### src/plt_pkg.sv
package plt_pkg;

    localparam int LIST_DEPTH_DEF = 16;
    localparam int ITEM_W         = 32;
    localparam int OPCODE_W       = 2;
    localparam int POS_W          = 5;
    localparam int STATUS_W       = 3;
    localparam int FIDX_W         = 4;
    localparam int ECNT_W         = 5;

    localparam logic [OPCODE_W-1:0] OP_INSERT = 2'd0;
    localparam logic [OPCODE_W-1:0] OP_DELETE = 2'd1;
    localparam logic [OPCODE_W-1:0] OP_FIND   = 2'd2;

    localparam logic [STATUS_W-1:0] ST_OK       = 3'd0;
    localparam logic [STATUS_W-1:0] ST_FULL     = 3'd1;
    localparam logic [STATUS_W-1:0] ST_EMPTY    = 3'd2;
    localparam logic [STATUS_W-1:0] ST_BADPOS   = 3'd3;
    localparam logic [STATUS_W-1:0] ST_NOTFOUND = 3'd4;

    typedef struct packed {
        logic shift_up;
        logic shift_down;
        logic load_match;
        logic scan_shift;
    } cell_ctrl_t;

endpackage

### src/positional_list_table.sv
// Insert and delete: the result reaches the output register in the cycle after acceptance.
// Find: compare in all cells at once, then the match flags shift toward cell 0 one
// cell per cycle; the result is registered when the flag of the first match reaches
// cell 0, or once the flag of cell count - 1 has been checked there if none matches.
// One operation is in flight at a time; the next is taken once the result register is free.
// Reset (aresetn low, synchronous) empties the list and drops any pending result.
module positional_list_table
    import plt_pkg::*;
#(
    parameter int LIST_DEPTH = LIST_DEPTH_DEF
) (
    input  logic        aclk,
    input  logic        aresetn,
    input  logic        s_tvalid,
    output logic        s_tready,
    // [1:0] opcode, [33:2] item_value, [38:34] position, [39] zero
    input  logic [39:0] s_tdata,
    output logic        m_tvalid,
    input  logic        m_tready,
    // [2:0] status, [6:3] found_index, [11:7] entry_count, [15:12] zero
    output logic [15:0] m_tdata
);

    localparam int CW = $clog2(LIST_DEPTH + 1);
    localparam int IW = $clog2(LIST_DEPTH);
    localparam int PW = ((CW > POS_W) ? CW : POS_W) + 1;
    localparam logic [CW-1:0] DEPTH_C = CW'(LIST_DEPTH);

    typedef enum logic {S_IDLE, S_SCAN} state_t;

    logic [OPCODE_W-1:0] s_opcode;
    logic [ITEM_W-1:0]   s_item_value;
    logic [POS_W-1:0]    s_position;

    assign s_opcode     = s_tdata[1:0];
    assign s_item_value = s_tdata[33:2];
    assign s_position   = s_tdata[38:34];

    state_t              state_reg, state_next;
    logic [CW-1:0]       count_reg, count_next;
    logic [IW-1:0]       scan_reg, scan_next;
    logic [ITEM_W-1:0]   value_reg, value_next;
    logic                m_valid_reg, m_valid_next;
    logic [STATUS_W-1:0] status_reg, status_next;
    logic [FIDX_W-1:0]   fidx_reg, fidx_next;
    logic [ECNT_W-1:0]   ecnt_reg, ecnt_next;

    logic                accept;
    logic                insert_ok;
    logic                delete_ok;
    logic [PW-1:0]       pos_ext;
    logic [PW-1:0]       cnt_ext;
    logic [PW-1:0]       tgt;
    logic [PW-1:0]       scan_ext;
    cell_ctrl_t          ctrl;
    logic [ITEM_W-1:0]   cell_value;
    logic [ITEM_W-1:0]   entries [LIST_DEPTH];
    logic [LIST_DEPTH:0] match_bits;

    assign s_tready = (state_reg == S_IDLE) && (!m_valid_reg || m_tready);
    assign accept   = s_tvalid && s_tready;
    assign pos_ext  = PW'(s_position);
    assign cnt_ext  = PW'(count_reg);
    assign tgt      = pos_ext - PW'(1);
    assign scan_ext = PW'(scan_reg);

    assign insert_ok = accept && (s_opcode == OP_INSERT) && (count_reg < DEPTH_C)
                       && (pos_ext != '0) && (pos_ext <= cnt_ext + PW'(1));
    assign delete_ok = accept && (s_opcode == OP_DELETE) && (count_reg != '0)
                       && (pos_ext != '0) && (pos_ext <= cnt_ext);

    assign cell_value      = (state_reg == S_SCAN) ? value_reg : s_item_value;
    assign ctrl.shift_up   = insert_ok;
    assign ctrl.shift_down = delete_ok;
    assign ctrl.load_match = accept && (s_opcode == OP_FIND);
    assign ctrl.scan_shift = (state_reg == S_SCAN);

    assign match_bits[LIST_DEPTH] = 1'b0;

    for (genvar i = 0; i < LIST_DEPTH; i++) begin : g_cell
        logic [ITEM_W-1:0] left_entry;
        logic [ITEM_W-1:0] right_entry;
        if (i == 0) begin : g_first
            assign left_entry = cell_value;
        end else begin : g_mid
            assign left_entry = entries[i-1];
        end
        if (i == LIST_DEPTH - 1) begin : g_last
            assign right_entry = cell_value;
        end else begin : g_inner
            assign right_entry = entries[i+1];
        end
        plt_cell #(
            .INDEX (i),
            .CNT_W (PW)
        ) u_cell (
            .aclk        (aclk),
            .aresetn     (aresetn),
            .ctrl        (ctrl),
            .tgt         (tgt),
            .cnt         (cnt_ext),
            .value       (cell_value),
            .left_entry  (left_entry),
            .right_entry (right_entry),
            .right_match (match_bits[i+1]),
            .entry       (entries[i]),
            .match       (match_bits[i])
        );
    end

    always_comb begin
        state_next   = state_reg;
        count_next   = count_reg;
        scan_next    = scan_reg;
        value_next   = value_reg;
        m_valid_next = m_valid_reg && !m_tready;
        status_next  = status_reg;
        fidx_next    = fidx_reg;
        ecnt_next    = ecnt_reg;
        case (state_reg)
            S_IDLE: begin
                if (accept) begin
                    fidx_next = '0;
                    case (s_opcode)
                        OP_INSERT: begin
                            m_valid_next = 1'b1;
                            if (count_reg >= DEPTH_C) begin
                                status_next = ST_FULL;
                            end else if (!insert_ok) begin
                                status_next = ST_BADPOS;
                            end else begin
                                status_next = ST_OK;
                                count_next  = count_reg + CW'(1);
                            end
                        end
                        OP_DELETE: begin
                            m_valid_next = 1'b1;
                            if (count_reg == '0) begin
                                status_next = ST_EMPTY;
                            end else if (!delete_ok) begin
                                status_next = ST_BADPOS;
                            end else begin
                                status_next = ST_OK;
                                count_next  = count_reg - CW'(1);
                            end
                        end
                        OP_FIND: begin
                            state_next = S_SCAN;
                            scan_next  = '0;
                            value_next = s_item_value;
                        end
                        default: begin
                            m_valid_next = 1'b1;
                            status_next  = ST_BADPOS;
                        end
                    endcase
                    ecnt_next = POS_W'(PW'(count_next));
                end
            end
            S_SCAN: begin
                if (match_bits[0]) begin
                    state_next   = S_IDLE;
                    m_valid_next = 1'b1;
                    status_next  = ST_OK;
                    fidx_next    = scan_ext[FIDX_W-1:0];
                    ecnt_next    = cnt_ext[ECNT_W-1:0];
                end else if (scan_ext + PW'(1) >= cnt_ext) begin
                    state_next   = S_IDLE;
                    m_valid_next = 1'b1;
                    status_next  = ST_NOTFOUND;
                    fidx_next    = '0;
                    ecnt_next    = cnt_ext[ECNT_W-1:0];
                end else begin
                    scan_next = scan_reg + IW'(1);
                end
            end
            default: begin
                state_next = S_IDLE;
            end
        endcase
    end

    always_ff @(posedge aclk) begin
        value_reg  <= value_next;
        scan_reg   <= scan_next;
        status_reg <= status_next;
        fidx_reg   <= fidx_next;
        ecnt_reg   <= ecnt_next;
        if (!aresetn) begin
            state_reg   <= S_IDLE;
            count_reg   <= '0;
            m_valid_reg <= 1'b0;
        end else begin
            state_reg   <= state_next;
            count_reg   <= count_next;
            m_valid_reg <= m_valid_next;
        end
    end

    assign m_tvalid = m_valid_reg;
    assign m_tdata  = {4'b0, ecnt_reg, fidx_reg, status_reg};

    a_count_bound: assert property (@(posedge aclk) disable iff (!aresetn)
        count_reg <= DEPTH_C)
        else $error("entry count above depth");

    a_scan_blocks: assert property (@(posedge aclk) disable iff (!aresetn)
        (state_reg == S_SCAN) |-> !s_tready && !m_valid_reg)
        else $error("transaction accepted or result pending during scan");

    a_insert_grows: assert property (@(posedge aclk) disable iff (!aresetn)
        insert_ok |=> (count_reg == $past(count_reg) + CW'(1)))
        else $error("insert did not grow the list");

    a_delete_shrinks: assert property (@(posedge aclk) disable iff (!aresetn)
        delete_ok |=> (count_reg == $past(count_reg) - CW'(1)))
        else $error("delete did not shrink the list");

    a_full_count: assert property (@(posedge aclk) disable iff (!aresetn)
        (m_valid_reg && status_reg == ST_FULL) |-> (count_reg == DEPTH_C))
        else $error("full status on a list that is not full");

endmodule

### src/plt_cell.sv
module plt_cell
    import plt_pkg::*;
#(
    parameter int INDEX = 0,
    parameter int CNT_W = 6
) (
    input  logic              aclk,
    input  logic              aresetn,
    input  cell_ctrl_t        ctrl,
    input  logic [CNT_W-1:0]  tgt,
    input  logic [CNT_W-1:0]  cnt,
    input  logic [ITEM_W-1:0] value,
    input  logic [ITEM_W-1:0] left_entry,
    input  logic [ITEM_W-1:0] right_entry,
    input  logic              right_match,
    output logic [ITEM_W-1:0] entry,
    output logic              match
);

    localparam logic [CNT_W-1:0] IDX    = CNT_W'(INDEX);
    localparam logic [CNT_W-1:0] IDX_P1 = CNT_W'(INDEX + 1);

    logic [ITEM_W-1:0] entry_reg, entry_next;
    logic              match_reg, match_next;

    always_comb begin
        entry_next = entry_reg;
        if (ctrl.shift_up) begin
            if (IDX == tgt) begin
                entry_next = value;
            end else if (IDX > tgt && IDX <= cnt) begin
                entry_next = left_entry;
            end
        end else if (ctrl.shift_down) begin
            if (IDX >= tgt && IDX_P1 < cnt) begin
                entry_next = right_entry;
            end
        end
    end

    always_comb begin
        match_next = match_reg;
        if (ctrl.load_match) begin
            match_next = (IDX < cnt) && (entry_reg == value);
        end else if (ctrl.scan_shift) begin
            match_next = right_match;
        end
    end

    always_ff @(posedge aclk) begin
        entry_reg <= entry_next;
        if (!aresetn) begin
            match_reg <= 1'b0;
        end else begin
            match_reg <= match_next;
        end
    end

    assign entry = entry_reg;
    assign match = match_reg;

endmodule

### config.mk
export PLATFORM = sky130hd
export DESIGN_NAME = positional_list_table
export DESIGN_NICKNAME = d
export VERILOG_FILES = /design/src/plt_pkg.sv /design/src/positional_list_table.sv /design/src/plt_cell.sv
export SDC_FILE = /design/constraint.sdc
export NUM_CORES = 2
export LEC_CHECK = 0
export BUFFER_PORTS_ARGS = -buffer_cell sky130_fd_sc_hd__buf_2
export CORE_UTILIZATION = 45
export DETAILED_ROUTE_END_ITERATION = 16
export GPL_TIMING_DRIVEN = 0
export HOLD_SLACK_MARGIN = 0.15
export PLACE_DENSITY_LB_ADDON = 0.12
export RECOVER_POWER = 50
export SLEW_MARGIN = 20
export SYNTH_ARGS = -nofsm -noshare
export SYNTH_HDL_FRONTEND = slang
export SYNTH_HIERARCHICAL = 1
export SYNTH_SLANG_ARGS = --single-unit
export TNS_END_PERCENT = 30
### constraint.sdc
create_clock -name aclk -period 21 [get_ports aclk]
set_clock_uncertainty 0.2 [all_clocks]
set_input_delay 2.1 -clock aclk [delete_from_list [all_inputs] [get_ports aclk]]
set_output_delay 2.1 -clock aclk [all_outputs]
set_load 0.01 [all_outputs]
# After elaboration in Yosys (flattened, before gate mapping)
# Index checks and enable logic that the tools add are counted.
# totals
ff_bits	583
in_bits	44
out_inout_bits	18
wordCells	429
# classes
n_addsub	6
magnitude_cmp	70
eq_ne	55
n_mux	150
bitwise	1
n_reduce_logical	107
# op_table
operator	count
$mux W32	81
$eq A32 B32 Y1	16
$logic_and A1 B1 Y1	60
$reduce_and A3 Y1	18
$ne A3 B1 Y1 const B	17
$eq A4 B6 Y1 const A	8
$ge A4 B6 Y1 const A	8
$gt A4 B6 Y1 const A	8
$le A4 B5 Y1 const A	8
$lt A4 B5 Y1 const A	8
$mux W1	40
$reduce_bool A2 Y1	18
$mux W5	7
$mux W4	7
$eq A3 B6 Y1 const A	4
$ge A3 B6 Y1 const A	4
$gt A3 B6 Y1 const A	4
$le A3 B5 Y1 const A	4
$lt A3 B5 Y1 const A	4
$pmux W5 S2	2
$pmux W4 S2	2
$eq A2 B6 Y1 const A	2
$ge A1 B6 Y1 const A	2
$ge A2 B6 Y1 const A	2
38 further kinds	55

# Logic depth before layout (Yosys ltp)
# depth
ltp_word	13
ltp_mapped	12
mapped_depth_nobuf	12

# By module
# Netlist, hierarchy kept.
# modules_own_cells
module	n_inst	cells_each	area_per_inst_um2	seq_area_each_um2
positional_list_table	1	231	2985.4	1581.5
plt_cell (g_cell[5].u_cell)	1	196	2123.3	980.9
plt_cell (g_cell[3].u_cell)	1	198	2109.5	980.9
plt_cell (g_cell[8].u_cell)	1	197	2104.5	980.9
plt_cell (g_cell[9].u_cell)	1	200	2104.5	980.9
plt_cell (g_cell[11].u_cell)	1	199	2103.3	980.9
plt_cell (g_cell[2].u_cell)	1	196	2103.3	980.9
plt_cell (g_cell[10].u_cell)	1	199	2100.8	980.9
plt_cell (g_cell[15].u_cell)	1	195	2099.5	980.9
plt_cell (g_cell[6].u_cell)	1	194	2099.5	980.9
plt_cell (g_cell[7].u_cell)	1	195	2095.8	980.9
plt_cell (g_cell[4].u_cell)	1	197	2094.5	980.9
plt_cell (g_cell[13].u_cell)	1	200	2092.0	980.9
plt_cell (g_cell[1].u_cell)	1	195	2092.0	980.9
+3 rows	--	--	--	--

# Least setup slack after synthesis
# OpenSTA, ideal clock, no wires.
# synth_timing
path_type	input to register
startpoint	input s_tdata[34]
endpoint	register g_cell[14].u_cell.entry_reg[0] (enable)
setup_ns	0.594
arrival_time_ns	9.673
t_required_ns	20.206
slack_ns	10.533
path_stages	7
path_buffers	0
path_cell_list	inv_1 > ha_1 > xor2_1 > nand3_1 > nand3_1 > nand2_1 > a2111oi_0
# synth_via
elab_chain_cells	5
elab_cells_between_ends	17
classes_between	add/sub: 1; order compare: 4; eq/ne: 2; reduce/logical: 10
# synth_rtl
item	line_no	text
start, declared	positional_list_table.sv:17	input logic [39:0] s_tdata,
$sub A5 B1 Y6 *	positional_list_table.sv:64	assign tgt = pos_ext - PW'(1);
named net tgt[2]	positional_list_table.sv:53	logic [PW-1:0] tgt;
$gt A4 B6 Y1 or $ge A4 B6 Y1 (tied branches)	plt_cell.sv:31, plt_cell.sv:35	
$logic_and A1 B1 Y1, on equally long branches	plt_cell.sv:31, plt_cell.sv:35	
$ne A3 B1 Y1 (no source line) or $reduce_bool A2 Y1 (tied branches)	--	
$reduce_and A3 Y1 (no source line) *	--	
end signal, assigned	plt_cell.sv:51	entry_reg <= entry_next;
end, declared	plt_cell.sv:23	logic [ITEM_W-1:0] entry_reg, entry_next;
# The timed path passes the listed nets; every way through them passes the cells marked *.
# A chain may end at the register's enable or synchronous reset.

# Worst setup path after layout
# layout_timing
startpoint	input s_tdata[34]
endpoint	register g_cell[7].u_cell.entry_reg[18] (enable)
# layout_via
elab_chain_cells	5
elab_cells_between_ends	17
classes_between	add/sub: 1; order compare: 4; eq/ne: 2; reduce/logical: 10
# layout_rtl
item	line_no
$sub A5 B1 Y6 *	positional_list_table.sv:64
named net tgt[0]	positional_list_table.sv:53
$gt A3 B6 Y1 or $ge A3 B6 Y1 (tied branches)	plt_cell.sv:31, plt_cell.sv:35
$logic_and A1 B1 Y1, on equally long branches	plt_cell.sv:31, plt_cell.sv:35
$ne A3 B1 Y1 (no source line) or $reduce_bool A2 Y1 (tied branches)	--
$reduce_and A3 Y1 (no source line) *	--
end signal, assigned	plt_cell.sv:51
end, declared	plt_cell.sv:23
# Marks and branches as above.

==> summary.txt <==
Floorplan
  • Die footprint: between 0.08 and 0.09 mm²
  • DIE HEIGHT: roughly 290 µm
  • Ports: a little over 60
  • Core ar.: roughly 0.080 mm²
  • Die Span X: ~290 µm
  • # rows: roughly 100
  • Initial core utilization: between 40% and 50%

Outcome
  • Outcome: finished, violations left
  • Failing checks: max-capacitance violations, max-slew violations

Routing
  • Vias/cell: about 6.2
  • Routed Antenna Nets: 0
  • WL per Instance: roughly 29 µm
  • Detailed Route Iter0 Violations: approximately 3700
  • Post-Route WL: 136000 µm
  • DR vias: just under 30000
  • DR DRC count: 0
  • Drt pass-1 iters: 5

STA
  • Final Hold Viols: 0
  • Fin crit period: just under 9000 ps
  • Setup TNS: 0 ps
  • Max Fclk: ~110 MHz
  • Worst slew pin tran: 2650 ps
  • Fin. max-slew vios: 68
  • RSZ-0062 raised after global routing: no
  • # setup viols final: 0
  • Final period util: 42.6%
  • Slew margin rel.: -78.4%

Clock network
  • Post-CTS sizing: 0
  • Postcts setup bufs: 0
  • TritonCTS Buffers: between 60 and 70
  • Hold-fix buffers at CTS: 0
  • Worst skew pair latency: between 600 and 700 ps
  • Clock Pin Slew Worst Setup and Hold Paths: 60 ps
  • CTS tree: built
  • CTS sink count: about 580
  • H-tree depth: 3
  • CTS Buffer Depth: 3
  • CTS root buffer: clkbuf_16

Flow run
  • Maxcap violations: 3

GRT
  • Largest net degree at the start of global routing: 39
  • First-pass GRT wire length: 197000 µm
  • M1 GR Usage: between 40% and 50%
  • Gr usage total: between 30% and 40%
  • Initial antenna violation count: 0
  • M3 GR Usage: 6.66%
  • GR met2 Demand/Resource: just over 50%
  • Total gr overflow: 0
  • Number of global-route vias before repair: 29695
  • GR peak layer: met2

Power
  • Total design power: approximately 0.0028 W
  • Leakage: about 16 nW
  • Worst IR drop on VDD: between 0.00006 and 0.00007 V
  • Pwr dens: about 68 mW/mm²

Finish
  • Nets: between 3000 and 4000
  • Fill count: 7347
  • Proportion of layout cells with a drive suffix above 1: between 8 and 9%
  • Cell area after layout: between 0.04 and 0.05 mm²
  • Max FFs per register: roughly 510
  • Multi-input gate area: about 0.018 mm²
  • Area growth, synth to finish: 12.4%
  • FF+latch area: 0.0173 mm²

Setup path
  • Crit-path max FO: 26
  • Crit end category: register
  • Reg2reg start: count_reg[0]
  • Critical setup path kind: input port to register
  • R2r endpoint: g_cell[7].u_cell/entry[18]
  • Critical Path AT: about 9000 ps
  • CP required: approximately 21000 ps
  • Reg2Reg Setup Slack: ~13000 ps
  • Startpoint Class: input port
  • Worst r2r path cells: 13

Logic synthesis
  • Top post-synthesis cells by area: edfxtp_1 (46%), mux2i_1 (14%), a21oi_1 (7.3%)
  • Yosys top cell by area: edfxtp_1
  • Share of the synthesized area in the top cell type: between 40% and 50%
  • Yosys cell types: 88
  • Most used flip-flop cell after synthesis: edfxtp_1
  • Post-Syn Instances: approximately 3400
  • Post-Syn Area per Cell: 10.8 µm²
  • Post-synth EDFFs: 560
  • Yosys warns: 6
  • Mapped Area: between 0.03 and 0.04 mm²
  • Sequential fraction of the synthesis area: a little under half
  • Post-synthesis register bit count: just under 600
  • Async set-reset flop share out of synthesis: 0%

Worst hold path
  • Hold Crit Depth: 2
  • Hold path startpoint: g_cell[14].u_cell/match
  • WHS Endpoint: g_cell[14].u_cell/match
  • HP Class: register to register

Place
  • Dpl cell area: roughly 0.039 mm²
  • Routability Congestion: 0.958
  • PortBufs: 56
  • HPWL after DPL: about 95000 µm
## cell usage after synthesis (all sizes together) (4+ instances only)
cell type / n
a2111oi: 7
a211o: 5
a211oi: 9
a21o: 6
a21oi: 534
a31o: 7
a31oi: 7
and2: 6
and3: 5
buf: 73
clkbuf: 102
dfxtp: 23
edfxtp: 560
ha: 19
inv: 26
mux2: 41
mux2i: 523
nand2: 36
nand2b: 7
nand3: 37
nand3b: 12
nand4: 83
nor2: 538
nor2b: 7
nor3: 31
nor3b: 10
nor4: 67
nor4b: 6
o211ai: 5
o21ai: 20
o31ai: 6
or3: 4
or4: 10
xnor2: 299
xor2: 215
## stage by stage
stage          setup slack (ps)  cells  utilization [%]  hold WS (ps)
2_1_floorplan             10530   3410                -           284
4_1_cts                   14670   4685             51.4           373
3_5_place_dp              14060   4564             48.7           346
5_1_grt                   11950   4685             51.1           407
6_report                  12060   4686             51.1           391
3_3_place_gp               6360   4526             47.5           344
## where the power goes
part	total (W)	internal [W]	switching [W]
Sequential	0.00128	0.00128	0.00000896
Combinational	0.000323	0.000104	0.000219
Clock	0.00120	0.000695	0.000504
Total	0.00281	0.00207	0.000732
## cell usage in the layout (no fill, tap or decap), types with 18 or more instances in the layout
| cell type | instances |
|---|---|
| xnor2_1 | 298 |
| clkbuf_1 | 172 |
| ha_1 | 19 |
| buf_2 | 37 |
| edfxtp_1 | 560 |
| clkbuf_16 | 71 |
| nor4_1 | 62 |
| nand3_1 | 33 |
| nand4_1 | 81 |
| conb_1 | 29 |
| inv_1 | 26 |
| nor2_1 | 534 |
| nor3_1 | 22 |
| xor2_1 | 213 |
| buf_6 | 28 |
| mux2i_1 | 523 |
| nand2_1 | 34 |
| mux2_4 | 31 |
| dfxtp_1 | 18 |
| a21oi_1 | 533 |
## worst max-delay path, stage by stage
cell       delay [ps]
clkbuf_1          150
inv_1             500
ha_1              530
nor4b_1           230
nor3_4            240
o2111ai_1         230
nor2_1           1010
clkbuf_1         1180
clkbuf_1          520
nand2_1           120
a21boi_0         1970
buf_16            220
## how the worst max path moves through the flow
stage | start | end | slack, ps | cells past startpoint
after global routing | s_tdata[34] | g_cell[7].u_cell/entry[11] | 11950 | 12
after global placement | s_tdata[34] | g_cell[14].u_cell/entry[10] | 6360 | 9
final | s_tdata[34] | g_cell[7].u_cell/entry[18] | 12060 | 12
after floorplan | s_tdata[34] | g_cell[14].u_cell/entry[0] | 10530 | 7
after detailed placement | s_tdata[34] | g_cell[14].u_cell/entry[10] | 14060 | 15
after CTS | s_tdata[34] | g_cell[14].u_cell/entry[7] | 14670 | 15
## kinds of logic after synthesis
logic type / Yosys count / synth area share (%)
AND/OR/NAND/NOR: 863 / 11.4
flip-flops: 583 / 47.3
AO/OA/AOI/OAI: 635 / 9.46
buffers and inverters: 202 / 3.22
XOR/XNOR: 514 / 12.3
adder cells (fa/ha/maj): 20 / 0.678
other: 1 / 0.0103
multiplexers: 564 / 15.6
## cell type report
cell class                 count  share of cell area (%)
multi-input combinational   2625                    44.8
sequential                   583                    42.1
buffer                       175                    2.61
timing repair buffer          94                    1.76
clock inverter                34                   0.771
clock buffer                  87                    4.50
inverter                      27                   0.247
tap                         1060                    3.23
antenna                        1                 0.00609
## layer usage
metal	up-vias	wire, µm
li1	12787	-
met4	0	5060
met1	14522	56000
met5	-	0
met3	335	12500
met2	1544	62900
Note: power is estimated with default switching activity, not from simulation.
